`config.mk`:
```
export PLATFORM = sky130hd
export DESIGN_NAME = multicore_srtf_scheduler
export DESIGN_NICKNAME = d
export VERILOG_FILES = /design/src/sv/srtf_pkg.sv /design/src/sv/srtf_cell.sv /design/src/sv/multicore_srtf_scheduler.sv
export SDC_FILE = /design/constraint.sdc
export NUM_CORES = 1
export LEC_CHECK = 0
export ABC_AREA = 1
export BUFFER_PORTS_ARGS = -buffer_cell sky130_fd_sc_hd__buf_2
export CAP_MARGIN = 5
export CORE_ASPECT_RATIO = 2
export CORE_MARGIN = 1
export CORE_UTILIZATION = 40
export DETAILED_ROUTE_END_ITERATION = 7
export PLACE_DENSITY = 0.57
export SYNTH_ARGS = -nofsm -noshare
export SYNTH_HDL_FRONTEND = slang
export SYNTH_SLANG_ARGS = --single-unit
```
`constraint.sdc`:
```
create_clock -name clk -period 15.1 [get_ports clk]
set_clock_uncertainty 0.15 [all_clocks]
set_input_delay 2.265 -clock clk [delete_from_list [all_inputs] [get_ports clk]]
set_output_delay 2.265 -clock clk [all_outputs]
set_load 0.02 [all_outputs]
```
`src/sv/srtf_pkg.sv`:
```
package srtf_pkg;

    localparam int NumCoresDefault  = 4;
    localparam int QueueDepthDefault = 16;

    // Input transaction payload.
    typedef struct packed {
        logic        func;
        logic [7:0]  proc_id;
        logic [15:0] burst_time;
    } in_item_t;

    // Result transaction payload.
    typedef struct packed {
        logic        kind;
        logic        queue_full;
        logic [1:0]  core_index;
        logic        core_busy;
        logic [7:0]  run_proc_id;
        logic [15:0] remaining_after;
        logic        completed;
        logic [31:0] finish_time;
        logic        last;
    } out_item_t;

    // One ready-store entry as it travels along the chain.
    typedef struct packed {
        logic        valid;
        logic [7:0]  proc;
        logic [15:0] remaining;
    } entry_t;

    localparam logic FUNC_ARRIVAL = 1'b0;
    localparam logic FUNC_TICK    = 1'b1;
    localparam logic KIND_ACK     = 1'b0;
    localparam logic KIND_REPORT  = 1'b1;

endpackage

```
`src/sv/srtf_cell.sv`:
```
module srtf_cell (
    input  logic            clk,
    input  logic            rst_n,
    input  logic            shift,
    input  srtf_pkg::entry_t din,
    output srtf_pkg::entry_t dout
);
    import srtf_pkg::*;

    logic        valid_reg;
    logic [7:0]  proc_reg;
    logic [15:0] rem_reg;

    // The valid bit is control state and clears at reset.
    always_ff @(posedge clk or negedge rst_n)
    begin
        if (!rst_n)
        begin
            valid_reg <= 1'b0;
        end
        else if (shift)
        begin
            valid_reg <= din.valid;
        end
    end

    // Payload takes the neighbor's entry on every shift.
    always_ff @(posedge clk)
    begin
        if (shift)
        begin
            proc_reg <= din.proc;
            rem_reg  <= din.remaining;
        end
    end

    assign dout = '{valid: valid_reg, proc: proc_reg, remaining: rem_reg};

endmodule

```
`src/sv/multicore_srtf_scheduler.sv`:
```
// Preemptive shortest-remaining-time-first scheduler over several cores.
// The input channel (in_valid, in_stall, in_data) takes one transaction at a
// time: an arrival puts a process into the ready store, a tick runs one
// scheduling pass. Results leave on (out_valid, out_stall, out_data): one
// acknowledgement per arrival, one report per active core per tick, with
// last set on the final one. The cfg channel writes active_cores (reset 4).
// The ready store is a ring of cells that rotates one slot per cycle during a
// pass over it. An arrival scans the ring for a free slot and, if one is found,
// runs a second pass to write the process there; when the store is full nothing
// is written. Either way the acknowledgement follows. A tick does, per active
// core, a pass for the minimum search, a second pass to take or swap an entry
// when the store is not empty, and then the report. in_stall stays high until the
// last result of the current transaction has been loaded into the output
// register. When the receiver stalls, the output register holds its result
// and the scheduler waits before producing the next one. Reset empties the
// store and all cores, clears the time to zero and needs no clearing pass.
module multicore_srtf_scheduler #(
    parameter int NUM_CORES   = srtf_pkg::NumCoresDefault,
    parameter int QUEUE_DEPTH = srtf_pkg::QueueDepthDefault
) (
    input  logic                clk,
    input  logic                rst_n,
    input  logic                in_valid,
    output logic                in_stall,
    input  srtf_pkg::in_item_t  in_data,
    output logic                out_valid,
    input  logic                out_stall,
    output srtf_pkg::out_item_t out_data,
    input  logic                cfg_valid,
    output logic                cfg_ready,
    input  logic [2:0]          cfg_data
);
    import srtf_pkg::*;

    localparam int SW = $clog2(QUEUE_DEPTH);
    localparam int CW = (NUM_CORES > 1) ? $clog2(NUM_CORES) : 1;
    localparam logic [SW-1:0] LastSlot = SW'(QUEUE_DEPTH - 1);
    localparam logic [4:0]    MaxCores = 5'(NUM_CORES);

    typedef enum logic [6:0] {
        ST_IDLE   = 7'b0000001,
        ST_ASCAN  = 7'b0000010,
        ST_AWRITE = 7'b0000100,
        ST_AACK   = 7'b0001000,
        ST_TSCAN  = 7'b0010000,
        ST_TUPD   = 7'b0100000,
        ST_TCORE  = 7'b1000000
    } state_t;

    state_t          state_reg, state_next;
    logic [SW-1:0]   k_reg, k_next;
    logic [CW-1:0]   c_reg, c_next;
    logic            found_reg, found_next;
    logic [SW-1:0]   slot_reg, slot_next;
    logic [15:0]     best_reg, best_next;
    logic [7:0]      arr_proc_reg;
    logic [15:0]     arr_burst_reg;
    logic [2:0]      active_reg;
    logic [31:0]     time_reg, time_next;
    logic            out_valid_reg;
    out_item_t       out_reg;

    logic            core_valid_reg [NUM_CORES];
    logic [7:0]      core_proc_reg  [NUM_CORES];
    logic [15:0]     core_rem_reg   [NUM_CORES];

    entry_t          cell_q [QUEUE_DEPTH];
    entry_t          feedback;
    logic            shift;
    logic            load_ok;
    logic            accept;
    logic [4:0]      n_eff;
    logic            last_core;
    logic            cur_valid;
    logic [15:0]     cur_rem;
    logic [15:0]     dec_rem;
    logic            core_take;
    logic            core_swap;
    logic [SW-1:0]   k_step;
    out_item_t       result;
    logic            emit;

    // Ready store: a ring of cells, cell 0 is read, the last cell is written.
    for (genvar i = 0; i < QUEUE_DEPTH; i++)
    begin : g_cell
        entry_t din;
        if (i == QUEUE_DEPTH - 1)
        begin : g_tail
            assign din = feedback;
        end
        else
        begin : g_link
            assign din = cell_q[i+1];
        end
        srtf_cell u_cell (
            .clk   (clk),
            .rst_n (rst_n),
            .shift (shift),
            .din   (din),
            .dout  (cell_q[i])
        );
    end

    assign shift   = (state_reg == ST_ASCAN) || (state_reg == ST_AWRITE) ||
                     (state_reg == ST_TSCAN) || (state_reg == ST_TUPD);
    assign load_ok = !out_valid_reg || !out_stall;
    assign accept  = in_valid && (state_reg == ST_IDLE);

    // Slot counter follows the ring and wraps after the last slot.
    assign k_step  = (k_reg == LastSlot) ? '0 : k_reg + SW'(1);

    // Effective number of active cores after clamping.
    always_comb
    begin
        n_eff = (active_reg == 3'd0) ? 5'd1 : 5'(active_reg);
        if (n_eff > MaxCores)
        begin
            n_eff = MaxCores;
        end
    end

    assign last_core = (5'(c_reg) == (n_eff - 5'd1));
    assign cur_valid = core_valid_reg[c_reg];
    assign cur_rem   = core_rem_reg[c_reg];
    assign dec_rem   = cur_rem - 16'd1;
    assign core_take = (state_reg == ST_TUPD) && (k_reg == slot_reg) && !cur_valid;
    assign core_swap = (state_reg == ST_TUPD) && (k_reg == slot_reg) && cur_valid &&
                       (cur_rem > cell_q[0].remaining);

    // Entry fed back into the ring, replaced at the chosen slot.
    always_comb
    begin
        feedback = cell_q[0];
        if ((state_reg == ST_AWRITE) && (k_reg == slot_reg))
        begin
            feedback = '{valid: 1'b1, proc: arr_proc_reg, remaining: arr_burst_reg};
        end
        else if (core_take)
        begin
            feedback.valid = 1'b0;
        end
        else if (core_swap)
        begin
            feedback = '{valid: 1'b1, proc: core_proc_reg[c_reg], remaining: cur_rem};
        end
    end

    // Result of the current step.
    always_comb
    begin
        result = '0;
        if (state_reg == ST_AACK)
        begin
            result.kind       = KIND_ACK;
            result.queue_full = !found_reg;
            result.last       = 1'b1;
        end
        else
        begin
            result.kind        = KIND_REPORT;
            result.core_index  = 2'(c_reg);
            result.finish_time = time_reg;
            result.last        = last_core;
            if (cur_valid)
            begin
                result.core_busy       = 1'b1;
                result.run_proc_id     = core_proc_reg[c_reg];
                result.remaining_after = dec_rem;
                result.completed       = (dec_rem == 16'd0);
            end
        end
    end

    assign emit = ((state_reg == ST_AACK) || (state_reg == ST_TCORE)) && load_ok;

    // Sequencer for scans, updates and reports.
    always_comb
    begin
        state_next = state_reg;
        k_next     = k_reg;
        c_next     = c_reg;
        found_next = found_reg;
        slot_next  = slot_reg;
        best_next  = best_reg;
        time_next  = time_reg;
        unique case (state_reg)
            ST_IDLE:
            begin
                k_next     = '0;
                c_next     = '0;
                found_next = 1'b0;
                if (in_valid)
                begin
                    state_next = (in_data.func == FUNC_TICK) ? ST_TSCAN : ST_ASCAN;
                end
            end
            ST_ASCAN:
            begin
                k_next = k_step;
                if (!found_reg && !cell_q[0].valid)
                begin
                    found_next = 1'b1;
                    slot_next  = k_reg;
                end
                if (k_reg == LastSlot)
                begin
                    state_next = found_next ? ST_AWRITE : ST_AACK;
                end
            end
            ST_AWRITE:
            begin
                k_next = k_step;
                if (k_reg == LastSlot)
                begin
                    state_next = ST_AACK;
                end
            end
            ST_AACK:
            begin
                if (load_ok)
                begin
                    state_next = ST_IDLE;
                end
            end
            ST_TSCAN:
            begin
                k_next = k_step;
                if (cell_q[0].valid && (!found_reg || (cell_q[0].remaining < best_reg)))
                begin
                    found_next = 1'b1;
                    slot_next  = k_reg;
                    best_next  = cell_q[0].remaining;
                end
                if (k_reg == LastSlot)
                begin
                    state_next = found_next ? ST_TUPD : ST_TCORE;
                end
            end
            ST_TUPD:
            begin
                k_next = k_step;
                if (k_reg == LastSlot)
                begin
                    state_next = ST_TCORE;
                end
            end
            ST_TCORE:
            begin
                if (load_ok)
                begin
                    found_next = 1'b0;
                    k_next     = '0;
                    if (last_core)
                    begin
                        time_next  = time_reg + 32'd1;
                        state_next = ST_IDLE;
                    end
                    else
                    begin
                        c_next     = c_reg + CW'(1);
                        state_next = ST_TSCAN;
                    end
                end
            end
            default:
            begin
                state_next = ST_IDLE;
            end
        endcase
    end

    // Control registers.
    always_ff @(posedge clk or negedge rst_n)
    begin
        if (!rst_n)
        begin
            state_reg     <= ST_IDLE;
            k_reg         <= '0;
            c_reg         <= '0;
            found_reg     <= 1'b0;
            time_reg      <= '0;
            active_reg    <= 3'd4;
            out_valid_reg <= 1'b0;
        end
        else
        begin
            state_reg <= state_next;
            k_reg     <= k_next;
            c_reg     <= c_next;
            found_reg <= found_next;
            time_reg  <= time_next;
            if (cfg_valid)
            begin
                active_reg <= cfg_data;
            end
            if (emit)
            begin
                out_valid_reg <= 1'b1;
            end
            else if (!out_stall)
            begin
                out_valid_reg <= 1'b0;
            end
        end
    end

    // Core valid bits.
    always_ff @(posedge clk or negedge rst_n)
    begin
        if (!rst_n)
        begin
            for (int i = 0; i < NUM_CORES; i++)
            begin
                core_valid_reg[i] <= 1'b0;
            end
        end
        else if (core_take)
        begin
            core_valid_reg[c_reg] <= 1'b1;
        end
        else if (emit && (state_reg == ST_TCORE) && cur_valid && (dec_rem == 16'd0))
        begin
            core_valid_reg[c_reg] <= 1'b0;
        end
    end

    // Payload registers: core contents, search results, arrival data, output.
    always_ff @(posedge clk)
    begin
        slot_reg <= slot_next;
        best_reg <= best_next;
        if (accept)
        begin
            arr_proc_reg  <= in_data.proc_id;
            arr_burst_reg <= in_data.burst_time;
        end
        if (core_take || core_swap)
        begin
            core_proc_reg[c_reg] <= cell_q[0].proc;
            core_rem_reg[c_reg]  <= cell_q[0].remaining;
        end
        else if (emit && (state_reg == ST_TCORE) && cur_valid)
        begin
            core_rem_reg[c_reg] <= dec_rem;
        end
        if (emit)
        begin
            out_reg <= result;
        end
    end

    assign in_stall  = (state_reg != ST_IDLE);
    assign out_valid = out_valid_reg;
    assign out_data  = out_reg;
    assign cfg_ready = 1'b1;

endmodule

```
==> flow_metrics.env, run 1 <==
export IMPL_worstPathMaxFanout=40
export IMPL_total_routing_usage_reported_by_global_routing_pct=16.77
export IMPL_worst_skew_pair_late_latency_ps=620
export IMPL_report_final_hold_viol_count=0
export IMPL_timing_critical_path_from_type="flip-flop"
export IMPL_top_count_cell_post_synth="sky130_fd_sc_hd__edfxtp_1"
export IMPL_synth_nets=1763
export IMPL_vias=13320
export IMPL_count_of_final_max_slew_check_failures=0
export IMPL_finalWorstPathRequiredPeriod_ps=4586
export IMPL_sequential_cell_area_mm2=0.01938
export IMPL_drt_wl_total_um=51480
export IMPL_timing_critical_path_mode_cell="sky130_fd_sc_hd__nand2_1"
export IMPL_crit_path_cell_trace="inv_2 > a32oi_1 > ha_1 > nand4_1 > inv_1 > nand2_1 > o21ai_1 > nor2_4 > a21oi_1 > nand2_1 > nand2_1 > inv_1"
export IMPL_yosys_register_bits=657
export IMPL_core_rowCount=128
export IMPL_worst_path_max_delay_cell="sky130_fd_sc_hd__dfrtp_1"
export IMPL_number_of_diodes_added_for_antenna_fixing=0
export IMPL_fillerInstances=5393
export IMPL_setup_total_negative_slack_ps=0
export IMPL_kind_of_end_point_of_the_critical_path="flip-flop"
export IMPL_r2r_start="c_reg[1]"
export IMPL_drc=0
export IMPL_initial_utilization_pct=40.51
export IMPL_initial_antenna_violation_count=0
export IMPL_setup_repair_after_global_routing_missed_its_margin="false"
export IMPL_post_drt_wl_per_cell_um=19.46
export IMPL_netlist_top_cell_by_area="sky130_fd_sc_hd__edfxtp_1"
export IMPL_fmax_ghz=0.2181
export IMPL_port_buffers=97
export IMPL_ys_warnings_count=0
export IMPL_seqPwrFrac_pct=57.1
export IMPL_result_of_the_run="finished, final reports clean"
export IMPL_power_per_cell_area_mw_per_mm2=179.1
export IMPL_first_pass_grt_wire_length_um=78690
export IMPL_p_total_w=0.004991
export IMPL_largest_register_ff_count=256
export IMPL_irDropWorstVdd_v=0.0001164
export IMPL_gp_routability_congestion=0.9342
export IMPL_timing_critical_path_arrival_ps=4670
export IMPL_grt_overflow_total=0
export IMPL_cts_buffers_inserted=57
export IMPL_holdCritPathClass="flip-flop to flip-flop"
export IMPL_max_slew_margin_rel_pct=33.16
export IMPL_ioPinCount=99
export IMPL_die_area_mm2=0.06269
export IMPL_synthTopCellsByArea="sky130_fd_sc_hd__edfxtp_1 (72%), sky130_fd_sc_hd__dfrtp_1 (6.9%), sky130_fd_sc_hd__nand2_1 (4.7%)"
export IMPL_cts_path_max_buffers=3
export IMPL_synthesized_netlist_cell_count=1689
export IMPL_cts_hold_buf=0
export IMPL_setup_worst_path_start="c_reg[1]"
export IMPL_leakage_nw=10.36
export IMPL_cp_required_ps=15180
export IMPL_max_cap_violations=0
export IMPL_placeable_core_area_mm2=0.06086
export IMPL_post_cts_resize_count=0
export IMPL_ratio_of_routed_vias_to_standard_cells=5.034
export IMPL_antenna_violating_nets_left=0
export IMPL_chipWidth_um=177.5
export IMPL_max_slew_worst_pin_slew_ps=1003
export IMPL_detailed_place_hpwl_um=35250
export IMPL_first_iter_violations=1028
export IMPL_vias_in_the_first_global_route=13230
export IMPL_detailedRoute_firstPassIterationCount=6
export IMPL_share_of_the_yosys_chip_area_belonging_to_registers_pct=78.62
export IMPL_intPower_w=0.003621
export IMPL_ys_top_cells_by_count="sky130_fd_sc_hd__edfxtp_1 (587), sky130_fd_sc_hd__nand2_1 (306), sky130_fd_sc_hd__inv_1 (140), sky130_fd_sc_hd__nor2_1 (111), sky130_fd_sc_hd__dfrtp_1 (68)"
export IMPL_yosysTopAreaCellShare_pct=71.50
export IMPL_cpPeakStageDelay_ps=820
export IMPL_area_taken_by_multi_input_logic_gates_mm2=0.004493
export IMPL_synth_cell_area_mm2=0.02465
export IMPL_switchingPower_w=0.001370
export IMPL_die_h_um=353.1
export IMPL_final_min_period_over_clock_period_pct=30.37
export IMPL_timing_hold_ws_ps=262.4
export IMPL_yosys_cell_types_count=49
export IMPL_finalNetCount=1892
export IMPL_drive_above_1_share_pct=14.58
export IMPL_timing_setup_critical_path_class="flip-flop to flip-flop"
export IMPL_ctsRootBufferMaster="sky130_fd_sc_hd__clkbuf_16"
export IMPL_synth_edff_count=587
export IMPL_cts_tree="built"
export IMPL_cts_setup_buffers=0
export IMPL_synth_top_flop_cell="sky130_fd_sc_hd__edfxtp_1"
export IMPL_clock_pin_slew_on_the_worst_setup_and_hold_paths_ps=70
export IMPL_p_sw_share_pct=27.45
export IMPL_ys_async_sr_fraction_pct=10.65
export IMPL_comb_power_share_pct=13.7
export IMPL_grt_start_max_net_pins=156
export IMPL_areaGrowthSynthToFinish_pct=13.03
export IMPL_clock_sinks=657
export IMPL_p_clk_share_pct=29.2
export IMPL_setup_violations=0
export IMPL_worstHoldStart="g_cell[13].u_cell.proc_reg[1]"
export IMPL_mean_post_synth_cell_area_um2=14.60
export IMPL_ctsHtreeMaxLevel=2
==> metal layers <==
layer,wire (um),share of wire [%],vias up,GRT usage [%]
met5,0,0,-,0
met4,2664,5.2,0,8.564
met3,2223,4.3,138,2.315
met2,26530,52,379,29.17
met1,20070,39,6589,20.05
li1,-,-,6214,-
==> path summary, 6_finish.rpt <==
check | to | cells past startpoint | slack, ps
max | core_rem_reg[1][2] | 12 | 10510
min | g_cell[12].u_cell.proc_reg[1] | 0 | 260
max reg2reg | core_rem_reg[1][2] | 12 | 10510
min reg2reg | g_cell[12].u_cell.proc_reg[1] | 0 | 260
max in group asynchronous | k_reg[3] | 2 | 12410
min in group asynchronous | time_reg[13] | 2 | 1690
==> placed cells by master, fill, tap and decap left out, drive strengths merged, types with 2 or more instances in the layout <==
cell type,Yosys,final
a21oi,61,61
a31oi,2,2
a32o,8,8
a32oi,2,2
buf,22,110
bufinv,0,5
clkbuf,18,67
clkinv,0,26
clkinvlp,0,3
dfrtp,68,68
dfstp,2,2
edfxtp,587,587
ha,41,41
inv,150,156
mux2,4,4
nand2,332,332
nand3,68,68
nand4,25,25
nor2,129,129
nor3,22,22
nor4,12,12
o211ai,6,6
o21ai,82,82
o21bai,2,2
o22ai,3,3
or2,3,3
xor2,34,34
==> worst max-delay path, delay by kind of cell, from the launching register on <==
| family | cells | cell delay [ps] |
|---|---|---|
| DFF | 1 | 820 |
| buffers and inverters | 3 | 1130 |
| and+or+nand+nor | 5 | 840 |
| AOI/OAI and AO/OA | 3 | 910 |
| adders and majority gates | 1 | 330 |
==> power groups by stage <==
| stage | logic (W) | clock network (W) | registers [W] |
|---|---|---|---|
| final | 0.000682 | 0.00146 | 0.00285 |
| after global routing | 0.000763 | 0.00156 | 0.00290 |
| after CTS | 0.000699 | 0.00150 | 0.00287 |
| after detailed placement | 0.000699 | 0 | 0.00289 |
| after global placement | 0.000681 | 0 | 0.00288 |
| after floorplan | 0.000439 | 0 | 0.00308 |
==> kinds of logic after synthesis <==
| family | share of synthesized area [%] |
|---|---|
| flip-flops | 78.62 |
| XOR/XNOR | 1.243 |
| other | 0.01521 |
| multiplexers | 0.1827 |
| adder cells (fa/ha/maj) | 2.081 |
| AND/OR/NAND/NOR | 10.78 |
| buffers and inverters | 3.263 |
| AO/OA/AOI/OAI | 3.817 |
==> metrics by stage <==
step                std cells  area [um2]  util, %  worst slack [ps]
floorplan                1689       24650        -              2181
global placement         2539       26010    42.74             10420
detailed placement       2539       26010    42.74             10410
CTS                      2646       27860    45.79             10490
global route             2646       27860    45.79             10190
finish                   2646       27860    45.79             10510
==> final cells by class <==
class,count,share of cell area [%]
multi-input combinational,842,16.12
timing repair buffer,110,2.137
tap,780,3.502
clock buffer,67,5.290
inverter,150,2.039
sequential,657,69.56
clock inverter,40,1.352
Power figures use the tool's default switching activity.
==> run 2: changes to the inputs <==
- ABC_AREA: 1 -> 0
- PLACE_DENSITY: 0.57 -> 0.59
- clock period: 15.1 -> 3.7 ns (I/O delays scaled with it)
==> flow_metrics.env, run 2 <==
export IMPL_areaGrowthSynthToFinish_pct=18.01
export IMPL_mean_post_synth_cell_area_um2=17.87
export IMPL_synthesized_netlist_cell_count=1335
export IMPL_drc=0
export IMPL_setup_violations=0
export IMPL_ys_async_sr_fraction_pct=10.65
export IMPL_vias=11700
export IMPL_detailed_place_hpwl_um=28480
export IMPL_vias_in_the_first_global_route=12100
export IMPL_port_buffers=97
export IMPL_initial_antenna_violation_count=2
export IMPL_p_sw_share_pct=22.20
export IMPL_die_area_mm2=0.06068
export IMPL_report_final_hold_viol_count=0
export IMPL_core_rowCount=126
export IMPL_max_slew_margin_rel_pct=35.96
export IMPL_dp_cells=2232
export IMPL_placement_stage_cell_area_mm2=0.02580
export IMPL_power_per_cell_area_mw_per_mm2=541.4
export IMPL_finalWorstPathRequiredPeriod_ps=3651
export IMPL_timing_critical_path_from_type="flip-flop"
export IMPL_clock_sinks=657
export IMPL_first_pass_grt_wire_length_um=69940
export IMPL_synthTopCellsByArea="sky130_fd_sc_hd__edfxtp_1 (74%), sky130_fd_sc_hd__dfrtp_1 (7.1%), sky130_fd_sc_hd__ha_1 (2.2%)"
export IMPL_leakage_nw=8.361
export IMPL_post_drt_wl_per_cell_um=19.02
export IMPL_top_count_cell_post_synth="sky130_fd_sc_hd__edfxtp_1"
export IMPL_grt_overflow_total=0
export IMPL_leading_cell_type_in_the_layout_fill_and_taps_excluded="sky130_fd_sc_hd__edfxtp_1"
export IMPL_ys_warnings_count=0
export IMPL_kind_of_end_point_of_the_critical_path="flip-flop"
export IMPL_yosys_cell_types_count=58
export IMPL_timing_setup_critical_path_class="flip-flop to flip-flop"
export IMPL_reg2reg_slack_ps=50
export IMPL_grt_start_max_net_pins=71
export IMPL_drive_above_1_share_pct=20.47
export IMPL_largest_register_ff_count=256
export IMPL_final_cell_mix="sky130_fd_sc_hd__edfxtp_1 (587), sky130_fd_sc_hd__nand2_1 (110), sky130_fd_sc_hd__buf_2 (97)"
export IMPL_ratio_of_routed_vias_to_standard_cells=4.938
export IMPL_ctsRootBufferMaster="sky130_fd_sc_hd__clkbuf_16"
export IMPL_yosysTopAreaCellShare_pct=73.89
export IMPL_first_iter_violations=949
export IMPL_yosys_register_bits=657
export IMPL_die_h_um=347.4
export IMPL_ioPinCount=99
export IMPL_cts_path_max_buffers=3
export IMPL_worstPathMaxFanout=8
export IMPL_drt_wl_total_um=45080
export IMPL_reg2regPathDepth=11
export IMPL_synth_cell_area_mm2=0.02386
export IMPL_total_routing_usage_reported_by_global_routing_pct=15.05
export IMPL_r2r_start="c_reg[0]"
export IMPL_comb_power_share_pct=5.6
export IMPL_synth_top_flop_cell="sky130_fd_sc_hd__edfxtp_1"
export IMPL_result_of_the_run="finished, final reports clean"
export IMPL_clock_pin_slew_on_the_worst_setup_and_hold_paths_ps=70
export IMPL_number_of_diodes_added_for_antenna_fixing=0
export IMPL_chipWidth_um=174.7
export IMPL_netlist_top_cell_by_area="sky130_fd_sc_hd__edfxtp_1"
export IMPL_placeable_core_area_mm2=0.05896
export IMPL_cts_tree="built"
export IMPL_timing_critical_path_arrival_ps=4000
export IMPL_worst_skew_pair_late_latency_ps=610
export IMPL_setup_repair_after_global_routing_missed_its_margin="true"
export IMPL_synth_nets=1409
export IMPL_layout_cells_non_filler=2370
export IMPL_synth_edff_count=587
export IMPL_irDropWorstVdd_v=0.0003165
export IMPL_cp_required_ps=4050
export IMPL_final_min_period_over_clock_period_pct=98.67
export IMPL_holdCritPathClass="input port to async pin"
export IMPL_seqPwrFrac_pct=55.2
export IMPL_share_of_the_yosys_chip_area_belonging_to_registers_pct=81.24
export IMPL_antenna_violating_nets_left=0
export IMPL_ys_top_cells_by_count="sky130_fd_sc_hd__edfxtp_1 (587), sky130_fd_sc_hd__nand2_1 (111), sky130_fd_sc_hd__dfrtp_1 (68), sky130_fd_sc_hd__nor2_1 (68), sky130_fd_sc_hd__inv_1 (47)"
export IMPL_count_of_final_max_slew_check_failures=0
export IMPL_stdcell_area_mm2=0.02815
export IMPL_ctsHtreeMaxLevel=2
export IMPL_intPower_w=0.01186
export IMPL_finalNetCount=1632
export IMPL_initial_utilization_pct=40.46
export IMPL_switchingPower_w=0.003383
export IMPL_max_slew_worst_pin_slew_ps=960.6
export IMPL_fmax_ghz=0.2739
export IMPL_gp_routability_congestion=0.8186
export IMPL_p_clk_share_pct=39.2
export IMPL_detailedRoute_firstPassIterationCount=5
export IMPL_cts_buffers_inserted=54
export IMPL_max_cap_violations=0
run 2: changes by cell type in the layout (fill, tap and decap cells not counted), sizes merged, moves of 22 or more:
cell	change
nand2	-221
nor2	-61
inv	-108
dlygate4sd3	+24
o21ai	-38
nand3	-48
xor2	-22
and2	+47
xnor2	+36
mux2i	+26
buf	+66
mux4	+25
a21oi	-22
run 2: worst max path at each step:
stage / startpoint / end / slack (ps) / depth (start not counted)
finish: c_reg[0] / flip-flop / 50 / 11
global route: c_reg[0] / g_cell[15].u_cell.rem_reg[5] / -50 / 13
CTS: c_reg[0] / core_rem_reg[3][3] / -10 / 11
detailed placement: c_reg[0] / flip-flop / -80 / 11
global placement: c_reg[0] / flip-flop / -80 / 11
floorplan: c_reg[0] / core_rem_reg[1][0] / -90 / 13
run 2: cells by family after synthesis:
group | Yosys count | share of synthesized area (%)
other | 1 | 0.01572
AND/OR/NAND/NOR | 331 | 6.771
flip-flops | 657 | 81.24
adder cells (fa/ha/maj) | 41 | 2.150
XOR/XNOR | 49 | 1.799
multiplexers | 55 | 3.703
AO/OA/AOI/OAI | 117 | 2.916
buffers and inverters | 84 | 1.400
run 2: layout make-up:
type | instances | area (um2)
timing repair buffer | 200 | 1441
clock buffer | 63 | 1448
multi-input combinational | 598 | 4338
inverter | 47 | 183.9
clock inverter | 37 | 396.6
fill | 4960 | 30810
sequential | 657 | 19380
tap | 768 | 960.9
run 2: repair_timing:
item / CTS / global route
endpoints found under the hold margin: 24 / 0
buffers inserted: 2 / 7
resized for setup: 5 / 40
pin swaps: 0 / 15
gates cloned: 0 / 5
setup endpoints to repair: 59 / 123
hold buffers: 24 / 0
run 2: metrics by stage:
step	total power [W]	TNS (ps)	hold WS (ps)	utilization [%]	setup slack [ps]
after floorplan	0.009108	-4117	109.4	-	-85.76
final	0.01524	0	26.00	47.74	49.37
after CTS	0.01543	-112.2	3.796	47.34	-10.34
after detailed placement	0.009434	-1422	254.5	43.75	-80.23
after global routing	0.01576	-1061	24.63	47.74	-51.17
after global placement	0.009411	-1884	250.5	43.75	-81.80
run 2: metal layers:
layer	up-vias	part of all wire, %	GRT usage, %
met4	4	4.0	6.460
li1	5436	-	-
met5	-	0.049	0
met3	99	3.9	2.414
met1	5893	43	19.29
met2	272	50	25.22
run 2: power by group through the flow:
stage | logic, W | clock network (W) | registers [W]
6_report | 0.000859 | 0.00597 | 0.00841
5_1_grt | 0.000952 | 0.00639 | 0.00842
4_1_cts | 0.000873 | 0.00614 | 0.00841
3_5_place_dp | 0.000856 | 0 | 0.00858
3_3_place_gp | 0.000834 | 0 | 0.00858
2_1_floorplan | 0.000498 | 0 | 0.00861
run 2: critical path: stages, from the launching register on:
cell and delay (ps):
sky130_fd_sc_hd__dfrtp_2 460, sky130_fd_sc_hd__buf_12 160, sky130_fd_sc_hd__mux4_2 550, sky130_fd_sc_hd__buf_6 150
sky130_fd_sc_hd__or4b_4 520, sky130_fd_sc_hd__o32a_1 220, sky130_fd_sc_hd__a2111oi_4 390, sky130_fd_sc_hd__buf_4 180
sky130_fd_sc_hd__and4_4 240, sky130_fd_sc_hd__and4b_4 270, sky130_fd_sc_hd__nand2_1 70, sky130_fd_sc_hd__a22o_1 190
